[config.mk]
export PLATFORM = sky130hd
export DESIGN_NAME = acs_front
export DESIGN_NICKNAME = d
export VERILOG_FILES = /design/src/acs_pkg.sv /design/src/acs_front.sv
export SDC_FILE = /design/constraint.sdc
export NUM_CORES = 1
export LEC_CHECK = 0
export BUFFER_PORTS_ARGS = -buffer_cell sky130_fd_sc_hd__buf_2
export CAP_MARGIN = 20
export CORE_AREA = 3 3 203 205
export DETAILED_ROUTE_END_ITERATION = 6
export DIE_AREA = 0 0 206 208
export MAX_ROUTING_LAYER = met4
export PLACE_DENSITY = 0.55
export SYNTH_ARGS = -nofsm -noshare
export SYNTH_HDL_FRONTEND = slang
export SYNTH_SLANG_ARGS = --single-unit
[constraint.sdc]
create_clock -name clk -period 8.05 [get_ports clk]
set_input_delay 1.61 -clock clk [delete_from_list [all_inputs] [get_ports clk]]
set_output_delay 1.61 -clock clk [all_outputs]
set_load 0.05 [all_outputs]
[src/acs_pkg.sv]
// Package: AES-128 tables, round functions and the queued item type.
`default_nettype none
package acs_pkg;

    localparam int BLOCK_W = 128;
    localparam int HALF_W  = 64;
    localparam int COUNT_W = 5;
    localparam int ROUNDS  = 10;
    localparam logic [COUNT_W-1:0] FULL_COUNT = 5'd16;

    localparam logic [1:0] REG_KEY_HIGH = 2'd0;
    localparam logic [1:0] REG_KEY_LOW  = 2'd1;
    localparam logic [1:0] REG_IV_HIGH  = 2'd2;
    localparam logic [1:0] REG_IV_LOW   = 2'd3;

    typedef struct packed {
        logic [BLOCK_W-1:0] ctr;
        logic [BLOCK_W-1:0] data;
        logic [COUNT_W-1:0] count;
    } acs_item_t;

    localparam logic [7:0] SBOX [256] = '{
        8'h63,8'h7c,8'h77,8'h7b,8'hf2,8'h6b,8'h6f,8'hc5,8'h30,8'h01,8'h67,8'h2b,8'hfe,8'hd7,8'hab,8'h76,
        8'hca,8'h82,8'hc9,8'h7d,8'hfa,8'h59,8'h47,8'hf0,8'had,8'hd4,8'ha2,8'haf,8'h9c,8'ha4,8'h72,8'hc0,
        8'hb7,8'hfd,8'h93,8'h26,8'h36,8'h3f,8'hf7,8'hcc,8'h34,8'ha5,8'he5,8'hf1,8'h71,8'hd8,8'h31,8'h15,
        8'h04,8'hc7,8'h23,8'hc3,8'h18,8'h96,8'h05,8'h9a,8'h07,8'h12,8'h80,8'he2,8'heb,8'h27,8'hb2,8'h75,
        8'h09,8'h83,8'h2c,8'h1a,8'h1b,8'h6e,8'h5a,8'ha0,8'h52,8'h3b,8'hd6,8'hb3,8'h29,8'he3,8'h2f,8'h84,
        8'h53,8'hd1,8'h00,8'hed,8'h20,8'hfc,8'hb1,8'h5b,8'h6a,8'hcb,8'hbe,8'h39,8'h4a,8'h4c,8'h58,8'hcf,
        8'hd0,8'hef,8'haa,8'hfb,8'h43,8'h4d,8'h33,8'h85,8'h45,8'hf9,8'h02,8'h7f,8'h50,8'h3c,8'h9f,8'ha8,
        8'h51,8'ha3,8'h40,8'h8f,8'h92,8'h9d,8'h38,8'hf5,8'hbc,8'hb6,8'hda,8'h21,8'h10,8'hff,8'hf3,8'hd2,
        8'hcd,8'h0c,8'h13,8'hec,8'h5f,8'h97,8'h44,8'h17,8'hc4,8'ha7,8'h7e,8'h3d,8'h64,8'h5d,8'h19,8'h73,
        8'h60,8'h81,8'h4f,8'hdc,8'h22,8'h2a,8'h90,8'h88,8'h46,8'hee,8'hb8,8'h14,8'hde,8'h5e,8'h0b,8'hdb,
        8'he0,8'h32,8'h3a,8'h0a,8'h49,8'h06,8'h24,8'h5c,8'hc2,8'hd3,8'hac,8'h62,8'h91,8'h95,8'he4,8'h79,
        8'he7,8'hc8,8'h37,8'h6d,8'h8d,8'hd5,8'h4e,8'ha9,8'h6c,8'h56,8'hf4,8'hea,8'h65,8'h7a,8'hae,8'h08,
        8'hba,8'h78,8'h25,8'h2e,8'h1c,8'ha6,8'hb4,8'hc6,8'he8,8'hdd,8'h74,8'h1f,8'h4b,8'hbd,8'h8b,8'h8a,
        8'h70,8'h3e,8'hb5,8'h66,8'h48,8'h03,8'hf6,8'h0e,8'h61,8'h35,8'h57,8'hb9,8'h86,8'hc1,8'h1d,8'h9e,
        8'he1,8'hf8,8'h98,8'h11,8'h69,8'hd9,8'h8e,8'h94,8'h9b,8'h1e,8'h87,8'he9,8'hce,8'h55,8'h28,8'hdf,
        8'h8c,8'ha1,8'h89,8'h0d,8'hbf,8'he6,8'h42,8'h68,8'h41,8'h99,8'h2d,8'h0f,8'hb0,8'h54,8'hbb,8'h16
    };

    localparam logic [7:0] RCON [11] = '{
        8'h00,8'h01,8'h02,8'h04,8'h08,8'h10,8'h20,8'h40,8'h80,8'h1b,8'h36
    };

    function automatic logic [7:0] xtime(input logic [7:0] b);
        return {b[6:0], 1'b0} ^ (b[7] ? 8'h1b : 8'h00);
    endfunction

    // byte i of a block sits at bits [127-8i -: 8]
    function automatic logic [7:0] get_byte(input logic [BLOCK_W-1:0] v, input int i);
        return v[BLOCK_W-1-8*i -: 8];
    endfunction

    function automatic logic [BLOCK_W-1:0] next_round_key(input logic [BLOCK_W-1:0] rk,
                                                          input logic [7:0] rc);
        logic [31:0] t;
        logic [31:0] w0;
        logic [31:0] w1;
        logic [31:0] w2;
        logic [31:0] w3;
        t = {SBOX[get_byte(rk, 13)] ^ rc, SBOX[get_byte(rk, 14)],
             SBOX[get_byte(rk, 15)], SBOX[get_byte(rk, 12)]};
        w0 = rk[127:96] ^ t;
        w1 = rk[95:64] ^ w0;
        w2 = rk[63:32] ^ w1;
        w3 = rk[31:0] ^ w2;
        return {w0, w1, w2, w3};
    endfunction

    // SubBytes, ShiftRows, MixColumns (skipped on the last round), AddRoundKey
    function automatic logic [BLOCK_W-1:0] aes_round(input logic [BLOCK_W-1:0] s,
                                                     input logic [BLOCK_W-1:0] rk,
                                                     input logic last);
        logic [7:0] t [16];
        logic [BLOCK_W-1:0] m;
        logic [7:0] a0;
        logic [7:0] a1;
        logic [7:0] a2;
        logic [7:0] a3;
        for (int c = 0; c < 4; c++)
        begin
            for (int i = 0; i < 4; i++)
            begin
                t[c*4+i] = SBOX[get_byte(s, ((c + i) & 3) * 4 + i)];
            end
        end
        for (int c = 0; c < 4; c++)
        begin
            a0 = t[c*4];
            a1 = t[c*4+1];
            a2 = t[c*4+2];
            a3 = t[c*4+3];
            if (last)
            begin
                m[BLOCK_W-1-32*c -: 32] = {a0, a1, a2, a3};
            end
            else
            begin
                m[BLOCK_W-1-32*c -: 32] = {xtime(a0) ^ xtime(a1) ^ a1 ^ a2 ^ a3,
                                           a0 ^ xtime(a1) ^ xtime(a2) ^ a2 ^ a3,
                                           a0 ^ a1 ^ xtime(a2) ^ xtime(a3) ^ a3,
                                           xtime(a0) ^ a0 ^ a1 ^ a2 ^ xtime(a3)};
            end
        end
        return m ^ rk;
    endfunction

endpackage
`default_nettype wire

[src/acs_front.sv]
// Front end: counter tracking, count saturation, item build.
`default_nettype none
module acs_front (
    input  wire logic                     clk,
    input  wire logic                     rst_n,
    input  wire logic                     push,
    input  wire logic                     start_message,
    input  wire logic [63:0]              data_high,
    input  wire logic [63:0]              data_low,
    input  wire logic [4:0]               byte_count,
    input  wire logic [127:0]             iv,
    output acs_pkg::acs_item_t            item
);
    import acs_pkg::*;

    logic [BLOCK_W-1:0] ctr_reg;
    logic [BLOCK_W-1:0] ctr_next;
    logic [BLOCK_W-1:0] ctr_use;

    assign ctr_use  = start_message ? iv : ctr_reg;
    assign ctr_next = push ? ctr_use + 128'd1 : ctr_reg;

    always_comb
    begin
        item.ctr   = ctr_use;
        item.data  = {data_high, data_low};
        item.count = (byte_count > FULL_COUNT) ? FULL_COUNT : byte_count;
    end

    always_ff @(posedge clk or negedge rst_n)
    begin
        if (!rst_n)
            ctr_reg <= '0;
        else
            ctr_reg <= ctr_next;
    end
endmodule
`default_nettype wire

==> out/results.md, run 1 <==
Status
• outcome: finished clean

Finish
• leading cell type in the layout, fill and taps excluded: sky130_fd_sc_hd__buf_2
• top library cells by usage in the layout, fill and taps aside: sky130_fd_sc_hd__buf_2 (267), sky130_fd_sc_hd__mux2_2 (155), sky130_fd_sc_hd__nand2_1 (142), sky130_fd_sc_hd__dfrtp_1 (128), sky130_fd_sc_hd__nand3_1 (95)
• layout overhead on the synthesized area: 11.9%
• flip-flop count of the largest register, all copies and words added: 128
• final instance area: 13700 um^2
• sequential cell area: 3200 um^2
• area of the multi-input gates: 7570 um^2
• filler cell count in the final layout: 4266
• share of post-route cells with drive strength above 1: 32.0%
• net count reported at finish: 1798

Power and ir drop
• Net Sw Power: 0.00116 W
• clock network power share: 29.5%
• total leakage power: 5.63 nW
• share of total power consumed by net switching: 42.4%
• Power Density: 200 nW/um^2
• internal portion of total power: 0.00158 W
• sequential cell fraction of total power: 31.6%
• highest ir drop seen on vdd: 0.141 mV
• Gate power share: 38.9%

GRT
• largest net degree at the start of global routing: 136
• initial antenna violation count: 5
• Overflow after GRT: 0
• met2 track utilization from global routing: 37.1%
• most congested layer reported by global routing: met2
• met3 track utilization from global routing: 4.82%
• number of global-route vias before repair: 11687
• wire length of the first global-routing pass: 73.1 mm
• met1 Resource Use GR: 27.5%
• gr usage total: 23.0%

Place
• Post-DP HPWL: 39.1 mm
• Placed Instance Area: 13100 um^2
• count of buffers from port buffering: 269
• Placer Congestion: 0.955

Run
• count of max-cap constraint violations: 0

Synth
• Avg Inst Size Synth: 8.67 um^2
• net count of the mapped netlist: 1681
• number of enable-type register cells in the synthesized netlist: 0
• Yosys warnings: 0
• Synth Flop Type: sky130_fd_sc_hd__dfrtp_1
• share of async-settable or async-resettable flops after synthesis: 100%
• Cell variety after synth: 74
• register area share after synthesis: 26.1%
• post-synthesis sequential element count: 128
• Syn Std Cell Area: 12300 um^2
• cell count after synthesis: 1415

Routing
• post-route DRC violation count: 0
• detail-routed net length per standard cell: 24.0 um
• detailed router's first-iteration violation count: 1130
• number of vias per cell: 5.69
• Total Wirelength: 49.7 mm
• via count: 11805
• TritonRoute pass-1 iters: 7
• number of nets with antenna violations after routing: 0

Setup path
• slowest cell on the critical path: sky130_fd_sc_hd__mux2i_1
• startpoint of the worst-slack reg-to-reg timing path: ctr_reg[2]
• Data arrival, critical path: 4.05 ns
• worst setup path category: in -> out
• Critical Path, Cell by Cell: buf_8 -> buf_12 -> mux2i_1 -> inv_1 -> buf_2
• Max stage delay on crit path: 0.71 ns
• Worst Setup Start Kind: primary input
• required time of the worst setup path: 6.44 ns
• maximum fanout along the worst path: 135
• critical path capture point type: output port
• Critical path origin: start_message

Clock network
• post-cts repair resize count: 0
• depth of the CTS H-tree: 4
• CTS tree: built
• post-CTS setup-driven buffer insertion count: 0
• clock latency at the later pin of the worst-skew pair: 0.44 ns
• Clock Sinks: 128
• number of clock buffers inserted by TritonCTS: 17
• Post-CTS Hold Buffers: 0
• clock root buffer: sky130_fd_sc_hd__clkbuf_16
• clock transition time at the flip-flop clock pins of the worst setup and hold paths: 0.07 ns
• maximum buffer depth of the clock tree: 2

STA
• Hold Fails Final Rpt: 0
• final clock skew: 0.0169 ns
• maximum operating frequency: 0.177 GHz
• Slew @ Worst Pin: 1.12 ns
• final count of negative-setup-slack endpoints: 0
• setup tns final: 0 ns
• final hold slack: 0.489 ns
• shortest clock period the worst path allows after layout: 5.66 ns
• unrepaired setup endpoints after global routing: false
• normalized max-slew margin: 25.4%
• number of pins exceeding their max-slew limit in the final report: 0
• crit share post-route: 70.3%

Hold path
• Hold Crit Start: ctr_reg[101]
• path category of the worst min-delay check: reg -> reg

Floorplan
• horizontal die dimension: 206 um
• Top Ports: 526
• die area: 42800 um^2
• starting utilization of the core area: 30.9%
• Die Height: 208 um
• placeable core region: 39600 um^2
• number of standard-cell rows in the floorplan: 73

-- path summary, 6_finish.rpt --
path	endpoint	slack [ns]	depth (start not counted)
hold / removal	ctr_reg[101]	0.49	2
hold reg to reg	ctr_reg[101]	0.49	2
min in group asynchronous	ctr_reg[85]	1.25	1
max in group asynchronous	ctr_reg[26]	5.24	2
setup reg to reg	ctr_reg[105]	4.22	7
setup / recovery	item[205]	2.39	5
-- worst max-delay path, delay by kind of cell --
family                 cells  cell delay, ns
muxes                      1            0.71
buffers and inverters      4            1.59
-- kinds of logic (layout without fill, tap and decap cells) --
family                     Yosys count  count (layout)  share of synthesized area [%]
and+or+nand+nor                    569             569                           26.1
buffers and inverters              243             372                           12.2
muxes                              205             205                           18.3
AOI/OAI and AO/OA                  168             168                           9.91
DFF                                128             128                           26.1
xor gates and xnor gates           101             101                           7.21
adders and majority gates            1               1                          0.102
other                                0               5                              0
-- area by class of cell --
| cell class | count | area share (%) |
|---|---|---|
| multi-input cells | 1044 | 55.1 |
| diodes | 5 | 0.0911 |
| inverters | 57 | 1.56 |
| clock buffers | 21 | 3.50 |
| flip-flops and latches | 128 | 23.3 |
| repair buffers | 284 | 10.8 |
| clock inverters | 10 | 0.802 |
| well taps | 525 | 4.78 |
-- metrics by stage --
stage / total power (W) / instances / setup slack, ns / utilization, %
after global placement: 0.00193 / 2037 / 2.46 / 33.1
after global routing: 0.00287 / 2074 / 2.24 / 34.6
after detailed placement: 0.00194 / 2038 / 2.36 / 33.1
after CTS: 0.00276 / 2069 / 2.49 / 34.6
after floorplan: 0.00180 / 1415 / 1.97 / -
final: 0.00274 / 2074 / 2.39 / 34.6
-- metal layers --
| metal | part of all wire [%] | up-vias |
|---|---|---|
| met5 | 0 | - |
| met4 | 4.5 | 0 |
| met3 | 7.9 | 151 |
| met2 | 48 | 598 |
| met1 | 40 | 5730 |
| li1 | - | 5326 |
-- synth_stat cells (all sizes together), types with 14 or more instances --
library cell,number,area share (%)
nand4,87,4.7
nand4b,22,1.6
a22oi,29,1.9
nor4,28,1.8
nand3,95,3.9
mux2,155,14
buf,159,9.6
xnor2,87,6.2
and3,14,0.71
nor2b,14,0.71
nand2,142,4.3
clkbuf,27,0.83
nor2,47,1.4
xor2,14,1.0
mux2i,50,4.1
o21ai,30,1.2
a21oi,18,0.73
inv,56,1.7
nor3,29,1.2
dfrtp,128,26
nand3b,51,3.1
-- power by group through the flow --
stage | registers [W] | logic (W) | clock network (W)
4_1_cts | 0.000865 | 0.00107 | 0.000824
3_5_place_dp | 0.000875 | 0.00106 | 0
5_1_grt | 0.000885 | 0.00113 | 0.000847
6_report | 0.000867 | 0.00107 | 0.000811
2_1_floorplan | 0.000840 | 0.000960 | 0
3_3_place_gp | 0.000871 | 0.00106 | 0
(Power assumes the default switching activity.)
==> run 2, diff against run 1 <==
- clock period: 8.05 -> 5.55 ns (I/O delays scaled with it)
==> run 2 against run 1 <==
  * Combinational power up 46%
  * Routed wire length increased by 1.9%
  * Global-route usage rose by 0.38 points
  * Critical endpoint unchanged
  * Largest power group unchanged
  * Highest routed layer unchanged
==> out/results.md, run 2 (synthesis results as in run 1) <==
Finish
• filler cell count in the final layout: 4279, +0.30%
• layout overhead on the synthesized area: 13.8%
• leading cell type in the layout, fill and taps excluded: sky130_fd_sc_hd__buf_2
• net count reported at finish: 1818, +1.1%
• final instance area: 14000 um^2, +1.6%
• final core occ: 35.2%, +0.57 points
• top library cells by usage in the layout, fill and taps aside: sky130_fd_sc_hd__buf_2 (266), sky130_fd_sc_hd__mux2_2 (153), sky130_fd_sc_hd__nand2_1 (142), sky130_fd_sc_hd__dfrtp_1 (128), sky130_fd_sc_hd__nand3_1 (95)
• flip-flop count of the largest register, all copies and words added: 128, unchanged
• share of post-route cells with drive strength above 1: 32.9%, +0.91 points

Clock network
• post-CTS setup-driven buffer insertion count: 0, unchanged
• clock transition time at the flip-flop clock pins of the worst setup and hold paths: 0.06 ns, about the same
• number of clock buffers inserted by TritonCTS: 17, unchanged
• post-cts repair resize count: 0, unchanged
• depth of the CTS H-tree: 4, unchanged
• CTS tree: built
• Post-CTS Hold Buffers: 0, unchanged
• clock root buffer: sky130_fd_sc_hd__clkbuf_16
• clock latency at the later pin of the worst-skew pair: 0.45 ns, about the same
• Clock Sinks: 128, unchanged
• maximum buffer depth of the clock tree: 2, unchanged

STA
• maximum operating frequency: 0.222 GHz
• final worst slack: 1.04 ns, -1.35 ns
• final clock skew: 0.0147 ns, -0.00224 ns
• normalized max-slew margin: 36.2%, +11 points
• Hold Fails Final Rpt: 0, unchanged
• setup tns final: 0 ns, unchanged
• final count of negative-setup-slack endpoints: 0, unchanged
• Slew @ Worst Pin: 0.957 ns, -0.163 ns
• unrepaired setup endpoints after global routing: false
• shortest clock period the worst path allows after layout: 4.51 ns
• crit share post-route: 81.3%
• number of pins exceeding their max-slew limit in the final report: 0, unchanged
• final hold slack: 0.491 ns, +0.00193 ns

GRT
• wire length of the first global-routing pass: 73.6 mm, +0.62%
• Overflow after GRT: 0, unchanged
• largest net degree at the start of global routing: 128, -5.9%
• number of global-route vias before repair: 11667, -0.17%
• gr usage total: 23.4%, +0.38 points
• initial antenna violation count: 7, +2

Routing
• detailed router's first-iteration violation count: 1024, -9.4%
• detail-routed net length per standard cell: 24.2 um, +0.86%
• Total Wirelength: 50.6 mm, +1.9%
• number of nets with antenna violations after routing: 0, unchanged
• post-route DRC violation count: 0, unchanged
• number of vias per cell: 5.68, -0.16%
• TritonRoute pass-1 iters: 7, unchanged
• via count: 11911, +0.90%

Floorplan
• die area: 42800 um^2, unchanged
• horizontal die dimension: 206 um, unchanged
• number of standard-cell rows in the floorplan: 73, unchanged
• Die Height: 208 um, unchanged
• placeable core region: 39600 um^2, unchanged
• starting utilization of the core area: 30.9%, unchanged
• Top Ports: 526, unchanged

Setup path
• number of cell instances on the worst register-to-register path: 8, +1
• maximum fanout along the worst path: 127, -5.9%
• critical path capture point type: output port
• startpoint of the worst-slack reg-to-reg timing path: ctr_reg[0]
• required time of the worst setup path: 4.44 ns, -2.00 ns
• setup slack of the worst register-to-register path: 2.32 ns, -1.90 ns
• Data arrival, critical path: 3.40 ns, -0.65 ns
• crit path capture: item[205]
• Critical path origin: start_message
• worst setup path category: in -> out
• RR Endpoint: ctr_reg[122]
• Worst Setup Start Kind: primary input

Place
• minimum setup slack after placement: 0.850 ns, -1.51 ns
• count of buffers from port buffering: 269, unchanged
• Post-DP HPWL: 40.3 mm, +3.0%
• Placer Congestion: 0.949, -0.62%
• Placed Instance Area: 13300 um^2, +1.3%

Power and ir drop
• Power Density: 294 nW/um^2, +47%
• highest ir drop seen on vdd: 0.219 mV, +55%
• total leakage power: 5.78 nW, +2.6%

Status
• outcome: finished clean

Hold path
• path category of the worst min-delay check: reg -> reg

Run
• count of max-cap constraint violations: 0, unchanged

==> run 2: metrics by stage <==
step / total power (W) / instances
final: 0.00411 / 2096
after floorplan: 0.00261 / 1415
after global placement: 0.00282 / 2058
after detailed placement: 0.00284 / 2058
after global routing: 0.00429 / 2096
after CTS: 0.00413 / 2090
==> run 2: area by class of cell <==
type | instances | area, um^2 | area share [%]
Antenna cell | 6 | 15.0 | 0.108
Clock buffer | 17 | 425 | 3.05
Clock inverter | 15 | 216 | 1.55
Inverter | 57 | 214 | 1.53
Multi-Input combinational cell | 1044 | 7580 | 54.3
Sequential cell | 128 | 3200 | 22.9
Tap cell | 525 | 657 | 4.71
Timing Repair Buffer | 304 | 1650 | 11.8
==> run 2: critical path, cell delays in order <==
cell,delay (ns)
sky130_fd_sc_hd__buf_8,0.53
sky130_fd_sc_hd__buf_12,0.32
sky130_fd_sc_hd__mux2i_1,0.67
sky130_fd_sc_hd__inv_1,0.31
sky130_fd_sc_hd__buf_2,0.29
==> run 2: worst min path at each step <==
stage | endpoint | cells after the start | start
after floorplan | ctr_reg[127] | 2 | ctr_reg[127]
after global placement | ctr_reg[101] | 2 | ctr_reg[101]
after detailed placement | ctr_reg[101] | 2 | ctr_reg[101]
after CTS | ctr_reg[101] | 2 | ctr_reg[101]
after global routing | ctr_reg[125] | 1 | ctr_reg[125]
final | ctr_reg[101] | 2 | ctr_reg[101]
==> run 2: metal layers <==
metal	GRT usage (%)	share of wire [%]	wire length, um
met3	5.37	7.6	3830
met4	11.4	4.9	2480
met5	-	0	0
met2	36.8	47	23700
met1	28.1	41	20600
==> run 2: power breakdown <==
part / switching [W] / internal, W / total [W]
sequential: 0.000164 / 0.00110 / 0.00126
clock: 0.000489 / 0.000795 / 0.00128
combinational: 0.00106 / 0.000499 / 0.00156
total: 0.00171 / 0.00239 / 0.00411
