$ cat src/acs_pkg.sv
// Package: AES-128 tables, round functions and the queued item type.
`default_nettype none
package acs_pkg;

    localparam int BLOCK_W = 128;
    localparam int HALF_W  = 64;
    localparam int COUNT_W = 5;
    localparam int ROUNDS  = 10;
    localparam logic [COUNT_W-1:0] FULL_COUNT = 5'd16;

    localparam logic [1:0] REG_KEY_HIGH = 2'd0;
    localparam logic [1:0] REG_KEY_LOW  = 2'd1;
    localparam logic [1:0] REG_IV_HIGH  = 2'd2;
    localparam logic [1:0] REG_IV_LOW   = 2'd3;

    typedef struct packed {
        logic [BLOCK_W-1:0] ctr;
        logic [BLOCK_W-1:0] data;
        logic [COUNT_W-1:0] count;
    } acs_item_t;

    localparam logic [7:0] SBOX [256] = '{
        8'h63,8'h7c,8'h77,8'h7b,8'hf2,8'h6b,8'h6f,8'hc5,8'h30,8'h01,8'h67,8'h2b,8'hfe,8'hd7,8'hab,8'h76,
        8'hca,8'h82,8'hc9,8'h7d,8'hfa,8'h59,8'h47,8'hf0,8'had,8'hd4,8'ha2,8'haf,8'h9c,8'ha4,8'h72,8'hc0,
        8'hb7,8'hfd,8'h93,8'h26,8'h36,8'h3f,8'hf7,8'hcc,8'h34,8'ha5,8'he5,8'hf1,8'h71,8'hd8,8'h31,8'h15,
        8'h04,8'hc7,8'h23,8'hc3,8'h18,8'h96,8'h05,8'h9a,8'h07,8'h12,8'h80,8'he2,8'heb,8'h27,8'hb2,8'h75,
        8'h09,8'h83,8'h2c,8'h1a,8'h1b,8'h6e,8'h5a,8'ha0,8'h52,8'h3b,8'hd6,8'hb3,8'h29,8'he3,8'h2f,8'h84,
        8'h53,8'hd1,8'h00,8'hed,8'h20,8'hfc,8'hb1,8'h5b,8'h6a,8'hcb,8'hbe,8'h39,8'h4a,8'h4c,8'h58,8'hcf,
        8'hd0,8'hef,8'haa,8'hfb,8'h43,8'h4d,8'h33,8'h85,8'h45,8'hf9,8'h02,8'h7f,8'h50,8'h3c,8'h9f,8'ha8,
        8'h51,8'ha3,8'h40,8'h8f,8'h92,8'h9d,8'h38,8'hf5,8'hbc,8'hb6,8'hda,8'h21,8'h10,8'hff,8'hf3,8'hd2,
        8'hcd,8'h0c,8'h13,8'hec,8'h5f,8'h97,8'h44,8'h17,8'hc4,8'ha7,8'h7e,8'h3d,8'h64,8'h5d,8'h19,8'h73,
        8'h60,8'h81,8'h4f,8'hdc,8'h22,8'h2a,8'h90,8'h88,8'h46,8'hee,8'hb8,8'h14,8'hde,8'h5e,8'h0b,8'hdb,
        8'he0,8'h32,8'h3a,8'h0a,8'h49,8'h06,8'h24,8'h5c,8'hc2,8'hd3,8'hac,8'h62,8'h91,8'h95,8'he4,8'h79,
        8'he7,8'hc8,8'h37,8'h6d,8'h8d,8'hd5,8'h4e,8'ha9,8'h6c,8'h56,8'hf4,8'hea,8'h65,8'h7a,8'hae,8'h08,
        8'hba,8'h78,8'h25,8'h2e,8'h1c,8'ha6,8'hb4,8'hc6,8'he8,8'hdd,8'h74,8'h1f,8'h4b,8'hbd,8'h8b,8'h8a,
        8'h70,8'h3e,8'hb5,8'h66,8'h48,8'h03,8'hf6,8'h0e,8'h61,8'h35,8'h57,8'hb9,8'h86,8'hc1,8'h1d,8'h9e,
        8'he1,8'hf8,8'h98,8'h11,8'h69,8'hd9,8'h8e,8'h94,8'h9b,8'h1e,8'h87,8'he9,8'hce,8'h55,8'h28,8'hdf,
        8'h8c,8'ha1,8'h89,8'h0d,8'hbf,8'he6,8'h42,8'h68,8'h41,8'h99,8'h2d,8'h0f,8'hb0,8'h54,8'hbb,8'h16
    };

    localparam logic [7:0] RCON [11] = '{
        8'h00,8'h01,8'h02,8'h04,8'h08,8'h10,8'h20,8'h40,8'h80,8'h1b,8'h36
    };

    function automatic logic [7:0] xtime(input logic [7:0] b);
        return {b[6:0], 1'b0} ^ (b[7] ? 8'h1b : 8'h00);
    endfunction

    // byte i of a block sits at bits [127-8i -: 8]
    function automatic logic [7:0] get_byte(input logic [BLOCK_W-1:0] v, input int i);
        return v[BLOCK_W-1-8*i -: 8];
    endfunction

    function automatic logic [BLOCK_W-1:0] next_round_key(input logic [BLOCK_W-1:0] rk,
                                                          input logic [7:0] rc);
        logic [31:0] t;
        logic [31:0] w0;
        logic [31:0] w1;
        logic [31:0] w2;
        logic [31:0] w3;
        t = {SBOX[get_byte(rk, 13)] ^ rc, SBOX[get_byte(rk, 14)],
             SBOX[get_byte(rk, 15)], SBOX[get_byte(rk, 12)]};
        w0 = rk[127:96] ^ t;
        w1 = rk[95:64] ^ w0;
        w2 = rk[63:32] ^ w1;
        w3 = rk[31:0] ^ w2;
        return {w0, w1, w2, w3};
    endfunction

    // SubBytes, ShiftRows, MixColumns (skipped on the last round), AddRoundKey
    function automatic logic [BLOCK_W-1:0] aes_round(input logic [BLOCK_W-1:0] s,
                                                     input logic [BLOCK_W-1:0] rk,
                                                     input logic last);
        logic [7:0] t [16];
        logic [BLOCK_W-1:0] m;
        logic [7:0] a0;
        logic [7:0] a1;
        logic [7:0] a2;
        logic [7:0] a3;
        for (int c = 0; c < 4; c++)
        begin
            for (int i = 0; i < 4; i++)
            begin
                t[c*4+i] = SBOX[get_byte(s, ((c + i) & 3) * 4 + i)];
            end
        end
        for (int c = 0; c < 4; c++)
        begin
            a0 = t[c*4];
            a1 = t[c*4+1];
            a2 = t[c*4+2];
            a3 = t[c*4+3];
            if (last)
            begin
                m[BLOCK_W-1-32*c -: 32] = {a0, a1, a2, a3};
            end
            else
            begin
                m[BLOCK_W-1-32*c -: 32] = {xtime(a0) ^ xtime(a1) ^ a1 ^ a2 ^ a3,
                                           a0 ^ xtime(a1) ^ xtime(a2) ^ a2 ^ a3,
                                           a0 ^ a1 ^ xtime(a2) ^ xtime(a3) ^ a3,
                                           xtime(a0) ^ a0 ^ a1 ^ a2 ^ xtime(a3)};
            end
        end
        return m ^ rk;
    endfunction

endpackage
`default_nettype wire

$ cat src/acs_queue.sv
// Short FIFO between front and back ends.
`default_nettype none
module acs_queue #(
    parameter int DEPTH = 4
) (
    input  wire logic               clk,
    input  wire logic               rst_n,
    input  wire logic               push,
    input  acs_pkg::acs_item_t      push_item,
    output logic                    full,
    input  wire logic               pop,
    output logic                    not_empty,
    output acs_pkg::acs_item_t      head
);
    import acs_pkg::*;

    localparam int PTR_W = (DEPTH > 1) ? $clog2(DEPTH) : 1;

    acs_item_t           entry_reg [DEPTH];
    logic [PTR_W-1:0]    wr_ptr_reg;
    logic [PTR_W-1:0]    wr_ptr_next;
    logic [PTR_W-1:0]    rd_ptr_reg;
    logic [PTR_W-1:0]    rd_ptr_next;
    logic [PTR_W:0]      fill_reg;
    logic [PTR_W:0]      fill_next;

    assign full      = (fill_reg == (PTR_W+1)'(DEPTH));
    assign not_empty = (fill_reg != '0);
    assign head      = entry_reg[rd_ptr_reg];

    always_comb
    begin
        wr_ptr_next = wr_ptr_reg;
        rd_ptr_next = rd_ptr_reg;
        if (push)
            wr_ptr_next = (wr_ptr_reg == PTR_W'(DEPTH - 1)) ? '0 : wr_ptr_reg + 1'b1;
        if (pop)
            rd_ptr_next = (rd_ptr_reg == PTR_W'(DEPTH - 1)) ? '0 : rd_ptr_reg + 1'b1;
        fill_next = fill_reg + (PTR_W+1)'(push) - (PTR_W+1)'(pop);
    end

    always_ff @(posedge clk or negedge rst_n)
    begin
        if (!rst_n)
        begin
            wr_ptr_reg <= '0;
            rd_ptr_reg <= '0;
            fill_reg   <= '0;
        end
        else
        begin
            wr_ptr_reg <= wr_ptr_next;
            rd_ptr_reg <= rd_ptr_next;
            fill_reg   <= fill_next;
        end
    end

    always_ff @(posedge clk)
    begin
        if (push)
            entry_reg[wr_ptr_reg] <= push_item;
    end
endmodule
`default_nettype wire

$ cat config.mk
export PLATFORM = sky130hd
export DESIGN_NAME = acs_queue
export DESIGN_NICKNAME = d
export VERILOG_FILES = /design/src/acs_pkg.sv /design/src/acs_queue.sv
export SDC_FILE = /design/constraint.sdc
export NUM_CORES = 1
export LEC_CHECK = 0
export ABC_CLOCK_PERIOD_IN_PS = 9300
export BUFFER_PORTS_ARGS = -buffer_cell sky130_fd_sc_hd__buf_2
export CORE_MARGIN = 8
export CORE_UTILIZATION = 37
export CTS_CLUSTER_SIZE = 14
export DETAILED_ROUTE_END_ITERATION = 16
export PLACE_DENSITY = 0.59
export REMOVE_ABC_BUFFERS = 1
export SLEW_MARGIN = 0
export SYNTH_ARGS = -nofsm -noshare
export SYNTH_HDL_FRONTEND = slang
export SYNTH_SLANG_ARGS = --single-unit
export TNS_END_PERCENT = 50
$ cat constraint.sdc
create_clock -name clk -period 9.3 [get_ports clk]
set_input_delay 0.93 -clock clk [delete_from_list [all_inputs] [get_ports clk]]
set_output_delay 0.93 -clock clk [all_outputs]
set_load 0.1 [all_outputs]
==> out/qor.csv, run 1 <==
stage,metric,value,unit
clock_network,clk_pin_slew,0.06,ns
placement,gp_congestion,0.7153,
logic_synthesis,synth_area,38000,um^2
worst_setup_path,endpoint,head[39],
detailed_routing,num_vias,16810,
floorplanning,design.core.area,101900,um^2
worst_setup_path,ff2ff_path_depth,5,
logic_synthesis,ys_ff_latch,1051,
worst_setup_path,start_kind,flop,
logic_synthesis,synth.distinct_cells,20,
final_layout,fin_nets,2270,
timing,clock_skew,0.02417,ns
logic_synthesis,ys_warn_count,0,
floorplanning,fp.dieH,336.5,um
timing,setup-tns-final,0,ns
clock_network,clk_latency,0.67,ns
worst_setup_path,crit_cells,3,
logic_synthesis,yosysTopAreaCell,edfxtp_1,
worst_setup_path,max_stage_delay,1.03,ns
worst_setup_path,arrival,3.63,ns
logic_synthesis,synth-edff-count,1044,
clock_network,post-cts-setup-buffers,0,
timing,fmax,0.2194,GHz
logic_synthesis,synthCells,1399,
clock_network,clk_path_buf_depth,3,
logic_synthesis,synth_area_leaders,"edfxtp_1, mux4_2, dfrtp_1",
timing,setup_viol,0,
worst_setup_path,crit_chain,"buf_12, mux4_2, buf_2",
clock_network,cts_max_level,3,
worst_setup_path,r2r-start,wr_ptr_reg[1],
clock_network,cts_sinks,1051,
global_route,track_usage,13.94,%
floorplanning,rows,117,
placement,dp_hpwl,50.08,mm
floorplanning,initial_core_util,37.30,%
floorplanning,io_pins,528,
timing,worstMarginPinSlew,1.172,ns
timing,relSlewSlack,21.84,%
detailed_routing,viasPerCell,4.854,
logic_synthesis,ys_async_sr_fraction,0.6660,%
detailed_routing,detail-route-antenna-nets,0,
detailed_routing,wl_per_cell,23.36,um
timing,post-route-period-util,49.01,%
worst_setup_path,crit_required,8.37,ns
global_route,grt_start_max_net_pins,140,
worst_setup_path,crit_fanout,100,
worst_setup_path,rrSetupSlack,5.86,ns
logic_synthesis,synthTopCellsByCount,"edfxtp_1, mux4_2, buf_2, buf_4, buf_6",
worst_setup_path,worst_setup_path_end_kind,primary output,
detailed_routing,drc,0,
clock_network,cts_resized,0,
timing,hold_viol,0,
final_layout,layout-drive-gt1-share,46.33,%
logic_synthesis,synth_top_area_share,82.50,%
detailed_routing,dr.first_iter.drc_count,986,
worst_setup_path,worstSetupPathType,flop to primary output,
flow_run,maxCapViolations,0,
worst_setup_path,critPathLaunch,rd_ptr_reg[0],
final_layout,area_growth_syn_to_layout,20.29,%
status,status,"finished, final reports clean",
floorplanning,die_x,336.5,um
worst_setup_path,crit_slowest_cell,dfrtp_4,
worst_setup_path,cp_num_buf_inv,2,
final_layout,largest_reg_flops,1044,
timing,rsz0062_at_grt,false,
timing,period_needed,4.558,ns
worst_setup_path,r2r_end,entry_reg[1][240],
worst_setup_path,cp_top_family,flip-flops,
detailed_routing,drt-total-wl,80.93,mm
floorplanning,die_area,113200,um^2
detailed_routing,first_pass_iters,5,
logic_synthesis,yosys.cell_count.top_type,edfxtp_1,
logic_synthesis,synth_ff_type,edfxtp_1,
global_route,grt_overflow,0,
timing,holdWs,0.09200,ns
clock_network,cts_tree,done,
clock_network,numCtsBuffers,106,
global_route,grt_pass1_wl,118.4,mm
hold_path,hold_path_class,input pin to asynchronous set/reset pin,
global_route,antenna_found_initial,25,
clock_network,ctsHoldBuffers,0,
logic_synthesis,avgSynthCellArea,27.16,um^2
logic_synthesis,seq_area_frac_synth,82.96,%
global_route,grt_pass1_vias,18290,
placement,port_buffers,527,
clock_network,cts_root_buf,clkbuf_16,
timing,drv_slew,0,
==> layer usage <==
layer	vias up	GRT usage (%)	routed length, um
li1	7334	-	-
met1	8870	16.43	30600
met2	445	24.11	41930
met3	142	4.689	6145
met4	22	4.441	2108
met5	-	0	138
==> final cells by class <==
type                    instances  area, um^2
repair buffers                548        2845
clock buffers                 135        2845
fillers                      8637       56180
flip-flops and latches       1051       31530
inverters                       6       22.52
multi-input cells             284        6100
well taps                    1368        1712
clock inverters                61       625.6
diodes                         11       27.53
==> cell usage in the layout, fill, tap and decap left out, types with 11 or more instances in the layout <==
master,netlist,routed
edfxtp_1,1044,1044
clkbuf_1,7,24
buf_4,13,17
clkinv_2,0,14
clkinv_1,0,24
diode_2,0,11
bufinv_16,0,11
clkbuf_16,0,109
mux4_2,261,261
buf_2,29,527
==> per-stage QoR <==
stage	utilization (%)	worst slack, ns	cell area (um^2)	cells
floorplan	-	-2.927	37640	1341
global placement	41.43	5.291	42210	3257
detailed placement	41.43	5.285	42210	3257
CTS	44.84	4.524	45680	3453
global route	44.84	4.446	45680	3453
finish	44.86	4.742	45710	3464
==> worst min-delay path by stage <==
stage / startpoint / slack (ns) / end / cells after the start
floorplan: fill_reg[1] / 0.55 / fill_reg[2] / 2
global placement: fill_reg[1] / 0.58 / fill_reg[2] / 2
detailed placement: fill_reg[1] / 0.61 / fill_reg[2] / 2
CTS: rst_n / 0.02 / rd_ptr_reg[1] / 1
global route: rst_n / 0.05 / rd_ptr_reg[1] / 1
finish: rst_n / 0.09 / rd_ptr_reg[1] / 1
==> worst reg2reg max path: cells and delay by family (launching register included) <==
kind | cells | cell delay, ns
buffers and inverters | 3 | 1.59
and+or+nand+nor | 1 | 0.86
DFF | 1 | 0.40
adders and majority gates | 1 | 0.15
==> cell families after synthesis <==
kind of cell | share of synthesized area [%]
AO/OA/AOI/OAI | 0.02634
XOR/XNOR | 0.04611
adder cells (fa/ha/maj) | 0.2832
buffers and inverters | 1.014
flip-flops | 82.96
multiplexers | 15.53
AND/OR/NAND/NOR | 0.1416
Power of run 1 is left out: the tool's default activity adds up to more than one toggle a clock period on the data nets, which glitch-free logic cannot reach.
==> run 2: changes to the inputs <==
Settings changed: ABC_CLOCK_PERIOD_IN_PS 9300 to 4350.
Clock period 9.3 ns to 4.35 ns, I/O delays scaled along.
==> out/qor.csv, run 2 (synthesis gave the netlist of run 1 again) <==
stage,metric,value,unit,change
status,status,"finished, final reports clean",,unchanged
final_layout,fin_nets,2558,,was 2270
global_route,grt_start_max_net_pins,82,,was 140
detailed_routing,dr.first_iter.drc_count,1042,,was 986
detailed_routing,wl_per_cell,22.54,um,was 23.36 um
floorplanning,die_area,113200,um^2,unchanged
worst_setup_path,crit_chain,"buf_4, mux4_2, buf_2",,"was buf_12, mux4_2, buf_2"
placement,port_buffers,527,,unchanged
final_layout,fill_cells,8418,,was 8637
clock_network,cts_max_level,3,,unchanged
final_layout,stdcell_count,3750,,was 3464
worst_setup_path,crit_slowest_cell,dfrtp_4,,unchanged
worst_setup_path,r2r-start,rd_ptr_reg[1],,was wr_ptr_reg[1]
final_layout,final_cell_mix,"edfxtp_1, buf_2, dlygate4sd3_1, mux4_2, clkbuf_16",,"was edfxtp_1, buf_2, mux4_2, clkbuf_16"
final_layout,final_util,47.82,%,was 44.86%
worst_setup_path,start_kind,flop,,unchanged
final_layout,layout-drive-gt1-share,42.46,%,was 46.33%
clock_network,numCtsBuffers,107,,was 106
timing,setup_viol,0,,unchanged
worst_setup_path,r2r_end,rd_ptr_reg[1],,was entry_reg[1][240]
global_route,grt_overflow,0,,unchanged
timing,worstMarginPinSlew,0.9284,ns,was 1.172 ns
clock_network,cts_tree,done,,unchanged
final_layout,layout_commonest_cell,edfxtp_1,,unchanged
worst_setup_path,arrival,3.08,ns,was 3.63 ns
floorplanning,die_x,336.5,um,unchanged
timing,post-route-period-util,80.72,%,
timing,rsz0062_at_grt,false,,unchanged
worst_setup_path,ff2ff_path_depth,3,,was 5
placement,dp_hpwl,52.80,mm,was 50.08 mm
final_layout,area_growth_syn_to_layout,28.22,%,was 20.29%
detailed_routing,first_pass_iters,5,,unchanged
clock_network,cts_root_buf,clkbuf_16,,unchanged
floorplanning,initial_core_util,37.30,%,unchanged
clock_network,clk_pin_slew,0.06,ns,about the same
global_route,antenna_found_initial,9,,was 25
worst_setup_path,worstSetupPathType,flop to primary output,,unchanged
worst_setup_path,worst_setup_path_end_kind,primary output,,unchanged
final_layout,largest_reg_flops,1044,,unchanged
floorplanning,design.core.area,101900,um^2,unchanged
clock_network,ctsHoldBuffers,262,,was 0
global_route,grt_pass1_wl,124.9,mm,was 118.4 mm
detailed_routing,detail-route-antenna-nets,0,,unchanged
clock_network,cts_resized,0,,unchanged
timing,drv_slew,0,,unchanged
clock_network,post-cts-setup-buffers,0,,unchanged
timing,hold_viol,0,,unchanged
floorplanning,rows,117,,unchanged
detailed_routing,drt-total-wl,84.52,mm,was 80.93 mm
global_route,grt_pass1_vias,19990,,was 18290
worst_setup_path,max_stage_delay,1.04,ns,was 1.03 ns
worst_setup_path,crit_fanout,51,,was 100
worst_setup_path,rrSetupSlack,2.04,ns,was 5.86 ns
placement,gp_congestion,0.7270,,was 0.7153
clock_network,clk_latency,0.67,ns,about the same
floorplanning,io_pins,528,,unchanged
timing,fmax,0.2848,GHz,
placement,placed_cells,3282,,was 3257
detailed_routing,num_vias,18010,,was 16810
timing,clock_skew,0.01751,ns,was 0.02417 ns
clock_network,cts_sinks,1051,,unchanged
clock_network,clk_path_buf_depth,3,,unchanged
floorplanning,fp.dieH,336.5,um,unchanged
global_route,track_usage,14.64,%,was 13.94%
hold_path,worstHoldEndpoint,wr_ptr_reg[0],,
hold_path,hold_path_class,input pin to flop,,was input pin to asynchronous set/reset pin
hold_path,hold_depth,2,,
timing,period_needed,3.511,ns,
worst_setup_path,crit_required,3.91,ns,was 8.37 ns
flow_run,maxCapViolations,0,,unchanged
detailed_routing,viasPerCell,4.803,,was 4.854
detailed_routing,drc,0,,unchanged
hold_path,min_from,push,,
timing,relSlewSlack,38.11,%,was 21.84%
## run 2: per-stage QoR
step	cell area, um^2	hold slack, ns	worst slack [ns]	TNS [ns]
CTS	48700	0.0001063	0.6687	0
floorplan	37640	0.1394	-7.382	-4867.10
global route	48710	0.05328	0.6408	0
finish	48720	0.08162	0.8386	0
global placement	42590	0.2914	1.459	0
detailed placement	42590	0.2959	1.435	0
## run 2: layout make-up
type                            count  area (um^2)  area share (%)
Clock inverter                     75        734.5           1.507
Clock buffer                      123         2759           5.662
Tap cell                         1368         1712           3.513
Multi-Input combinational cell    284         6100           12.52
Inverter                            6        22.52         0.04622
Timing Repair Buffer              835         5843           11.99
Sequential cell                  1051        31530           64.72
Antenna cell                        8        20.02         0.04109
## run 2: critical path: cells and delay by family, from the launching register on
kind	cells	cell delay [ns]
buf+inv	2	1.01
flops	1	1.04
mux	1	0.35
## run 2: routing by layer
| metal | up-vias | GRT usage [%] | wire length [um] |
|---|---|---|---|
| met5 | - | 0 | 30 |
| met4 | 4 | 4.532 | 1897 |
| met3 | 117 | 4.230 | 6464 |
| met2 | 534 | 25.71 | 44040 |
| met1 | 9439 | 17.44 | 32090 |
| li1 | 7917 | - | - |
## run 2: worst max-delay path by stage
stage / from / end / slack (ns)
final: rd_ptr_reg[1] / head[1] / 0.84
after global routing: rd_ptr_reg[0] / head[146] / 0.64
after CTS: rd_ptr_reg[0] / head[146] / 0.67
after detailed placement: rd_ptr_reg[0] / head[93] / 1.43
after global placement: rd_ptr_reg[0] / head[93] / 1.46
after floorplan: rd_ptr_reg[0] / head[0] / -7.38
Power of run 2 is left out for the same reason.
==> run 3: changes to the inputs <==
Settings changed: ABC_AREA set to 1, ABC_CLOCK_PERIOD_IN_PS 4350 to 2920, PLACE_DENSITY 0.59 to 0.61.
Clock period 4.35 ns to 2.92 ns, I/O delays scaled along.
==> out/qor.csv, run 3 <==
stage,metric,value,unit,change
floorplanning,rows,126,,was 117
worst_setup_path,worstSetupPathType,flop to primary output,,unchanged
clock_network,cts_max_level,3,,unchanged
detailed_routing,drt-total-wl,109.6,mm,was 84.52 mm
worst_setup_path,crit_fanout,57,,was 51
floorplanning,fp.dieH,361.1,um,was 336.5 um
placement,dp_hpwl,68.54,mm,was 52.80 mm
logic_synthesis,synth_top_area_share,71.14,%,was 82.50%
logic_synthesis,synth-edff-count,1044,,unchanged
detailed_routing,dr.first_iter.drc_count,1884,,was 1042
detailed_routing,detail-route-antenna-nets,0,,unchanged
timing,post-route-period-util,97.49,%,
timing,drv_slew,0,,unchanged
logic_synthesis,yosysTopAreaCell,edfxtp_1,,unchanged
worst_setup_path,crit_required,2.63,ns,was 3.91 ns
worst_setup_path,r2r-start,wr_ptr_reg[0],,was rd_ptr_reg[1]
logic_synthesis,synthTopCellsByCount,"nand2_1, inv_1, edfxtp_1, nand3_1, buf_2",,"was edfxtp_1, mux4_2, buf_2, buf_4, buf_6"
worst_setup_path,worst_setup_path_end_kind,primary output,,unchanged
logic_synthesis,synthCells,4138,,was 1399
final_layout,final_cell_mix,"nand2_1, inv_1, edfxtp_1, nand3_1, buf_2",,"was edfxtp_1, buf_2, dlygate4sd3_1, mux4_2, clkbuf_16"
clock_network,clk_latency,0.67,ns,about the same
global_route,grt_pass1_vias,30280,,was 19990
detailed_routing,wl_per_cell,16.57,um,was 22.54 um
hold_path,hold_path_class,input pin to flop,,unchanged
detailed_routing,first_pass_iters,5,,unchanged
detailed_routing,num_vias,29720,,was 18010
clock_network,clk_pin_slew,0.06,ns,about the same
logic_synthesis,ys_ff_latch,1051,,unchanged
logic_synthesis,synth_ff_type,edfxtp_1,,unchanged
clock_network,cts_sinks,1051,,unchanged
timing,setup_viol,0,,unchanged
timing,worstMarginPinSlew,0.8452,ns,was 0.9284 ns
timing,relSlewSlack,43.66,%,was 38.11%
floorplanning,die_x,361.1,um,was 336.5 um
status,status,"finished, final reports clean",,unchanged
timing,fmax,0.3513,GHz,
timing,rsz0062_at_grt,true,,was false
detailed_routing,viasPerCell,4.493,,was 4.803
clock_network,clk_path_buf_depth,3,,unchanged
worst_setup_path,rrSetupSlack,0.92,ns,was 2.04 ns
logic_synthesis,synth.distinct_cells,18,,was 20
timing,clock_skew,0.01728,ns,was 0.01751 ns
final_layout,area_growth_syn_to_layout,30.48,%,was 28.22%
global_route,grt_overflow,0,,unchanged
floorplanning,initial_core_util,37.32,%,was 37.30%
global_route,antenna_found_initial,11,,was 9
worst_setup_path,crit_chain,"buf_12, buf_12, nand3_1, nand2_1, buf_2",,"was buf_4, mux4_2, buf_2"
final_layout,layout_commonest_cell,nand2_1,,was edfxtp_1
detailed_routing,drc,0,,unchanged
logic_synthesis,ys_async_sr_fraction,0.6660,%,unchanged
floorplanning,io_pins,528,,unchanged
worst_setup_path,critPathLaunch,rd_ptr_reg[1],,unchanged
worst_setup_path,crit_slowest_cell,dfrtp_4,,unchanged
timing,holdWs,0.3613,ns,was 0.08162 ns
final_layout,fill_cells,10220,,was 8418
worst_setup_path,endpoint,head[13],,was head[1]
global_route,grt_pass1_wl,171.3,mm,was 124.9 mm
floorplanning,die_area,130400,um^2,was 113200 um^2
logic_synthesis,avgSynthCellArea,10.65,um^2,was 27.16 um^2
flow_run,maxCapViolations,0,,unchanged
worst_setup_path,cpMostUsedCell,buf_12,,
worst_setup_path,r2r_end,entry_reg[2][198],,was rd_ptr_reg[1]
worst_setup_path,max_stage_delay,0.50,ns,was 1.04 ns
final_layout,fin_nets,5255,,was 2558
clock_network,cts_tree,done,,unchanged
worst_setup_path,start_kind,flop,,unchanged
placement,gp_congestion,0.7753,,was 0.7270
logic_synthesis,synth_area,44070,um^2,was 38000 um^2
final_layout,largest_reg_flops,1044,,unchanged
floorplanning,design.core.area,118100,um^2,was 101900 um^2
logic_synthesis,ys_warn_count,0,,unchanged
worst_setup_path,arrival,2.55,ns,was 3.08 ns
timing,hold_viol,0,,unchanged
global_route,track_usage,16.46,%,was 14.64%
logic_synthesis,synth_area_leaders,"edfxtp_1, nand2_1, inv_1",,"was edfxtp_1, mux4_2, dfrtp_1"
timing,period_needed,2.847,ns,
clock_network,numCtsBuffers,111,,was 107
logic_synthesis,seq_area_frac_synth,71.54,%,was 82.96%
logic_synthesis,yosys.cell_count.top_type,nand2_1,,was edfxtp_1
final_layout,layout-drive-gt1-share,15.65,%,was 42.46%
worst_setup_path,ff2ff_path_depth,5,,was 3
placement,port_buffers,527,,unchanged
clock_network,cts_root_buf,clkbuf_16,,unchanged
global_route,grt_start_max_net_pins,132,,was 82
## run 3: cell types whose count changed in the layout (fill, tap and decap cells not counted), moves of 144 or more
| cell | change |
|---|---|
| buf_12 | +144 |
| buf_2 | -168 |
| inv_1 | +1045 |
| mux4_2 | -261 |
| nand2_1 | +1317 |
| nand3_1 | +524 |
## run 3: stage by stage
step | setup WS, ns | setup TNS [ns] | std cells | util [%] | cell area, um^2
6_report | 0.07337 | 0 | 6616 | 48.69 | 57500
5_1_grt | -0.05465 | -0.8578 | 6612 | 48.69 | 57490
4_1_cts | -0.02583 | -0.06212 | 6603 | 48.57 | 57350
3_5_place_dp | 0.6394 | 0 | 6132 | 43.19 | 51000
3_3_place_gp | 0.6688 | 0 | 6132 | 43.19 | 51000
2_1_floorplan | -18.95 | -8446.45 | 3966 | - | 43210
## run 3: cell families (layout without fill, tap and decap cells)
family                     count (synthesis)  in the layout  synth area share [%]
adders and majority gates                  8              8                0.2442
and+or+nand+nor                         1846           1846                 17.22
DFF                                     1051           1051                 71.54
other                                      0             12                     0
buffers and inverters                   1229           2159                 10.95
AOI/OAI and AO/OA                          4              4               0.04541
## run 3: area by class of cell
class                      count  area, um^2  area share [%]
tap                         1536        1922           3.342
clock buffer                 133        2903           5.049
inverter                    1057        4026           7.003
timing repair buffer         903        8738           15.20
sequential                  1051       31530           54.84
multi-input combinational   1858        7717           13.42
antenna                       12       30.03         0.05223
clock inverter                66       628.1           1.092
## run 3: critical path: cells and delay by family, from the launching register on
kind / cells / cell delay, ns
buffers and inverters: 3 / 0.99
flip-flops: 1 / 0.50
AND/OR/NAND/NOR: 2 / 0.22
## run 3: layer usage
layer	global-route usage, %	vias up	part of all wire (%)
met5	0	-	0.012
met4	5.172	2	2.7
met3	3.341	177	6.1
met2	28.41	823	49
met1	20.78	14090	42
li1	-	14630	-
## run 3: worst min path at each step
| stage | slack [ns] | depth (start not counted) | endpoint | from |
|---|---|---|---|---|
| floorplan | -0.004 | 0 | fill_reg[0] | rst_n |
| global placement | 0.20 | 1 | fill_reg[0] | rst_n |
| detailed placement | 0.19 | 1 | fill_reg[0] | rst_n |
| CTS | 0.28 | 2 | entry_reg[3][164] | push_item[164] |
| global route | 0.32 | 2 | entry_reg[1][85] | push_item[85] |
| finish | 0.36 | 2 | entry_reg[1][252] | push_item[252] |
## run 3: what timing repair did
action / CTS / global route
gates resized for setup: 18 / 32
hold buffers: 265 / 0
buffers inserted: 5 / 0
hold endpoints to repair: 1055 / 0
cloned: 2 / 1
endpoints found under the setup margin: 144 / 38
Power of run 3 is left out for the same reason.
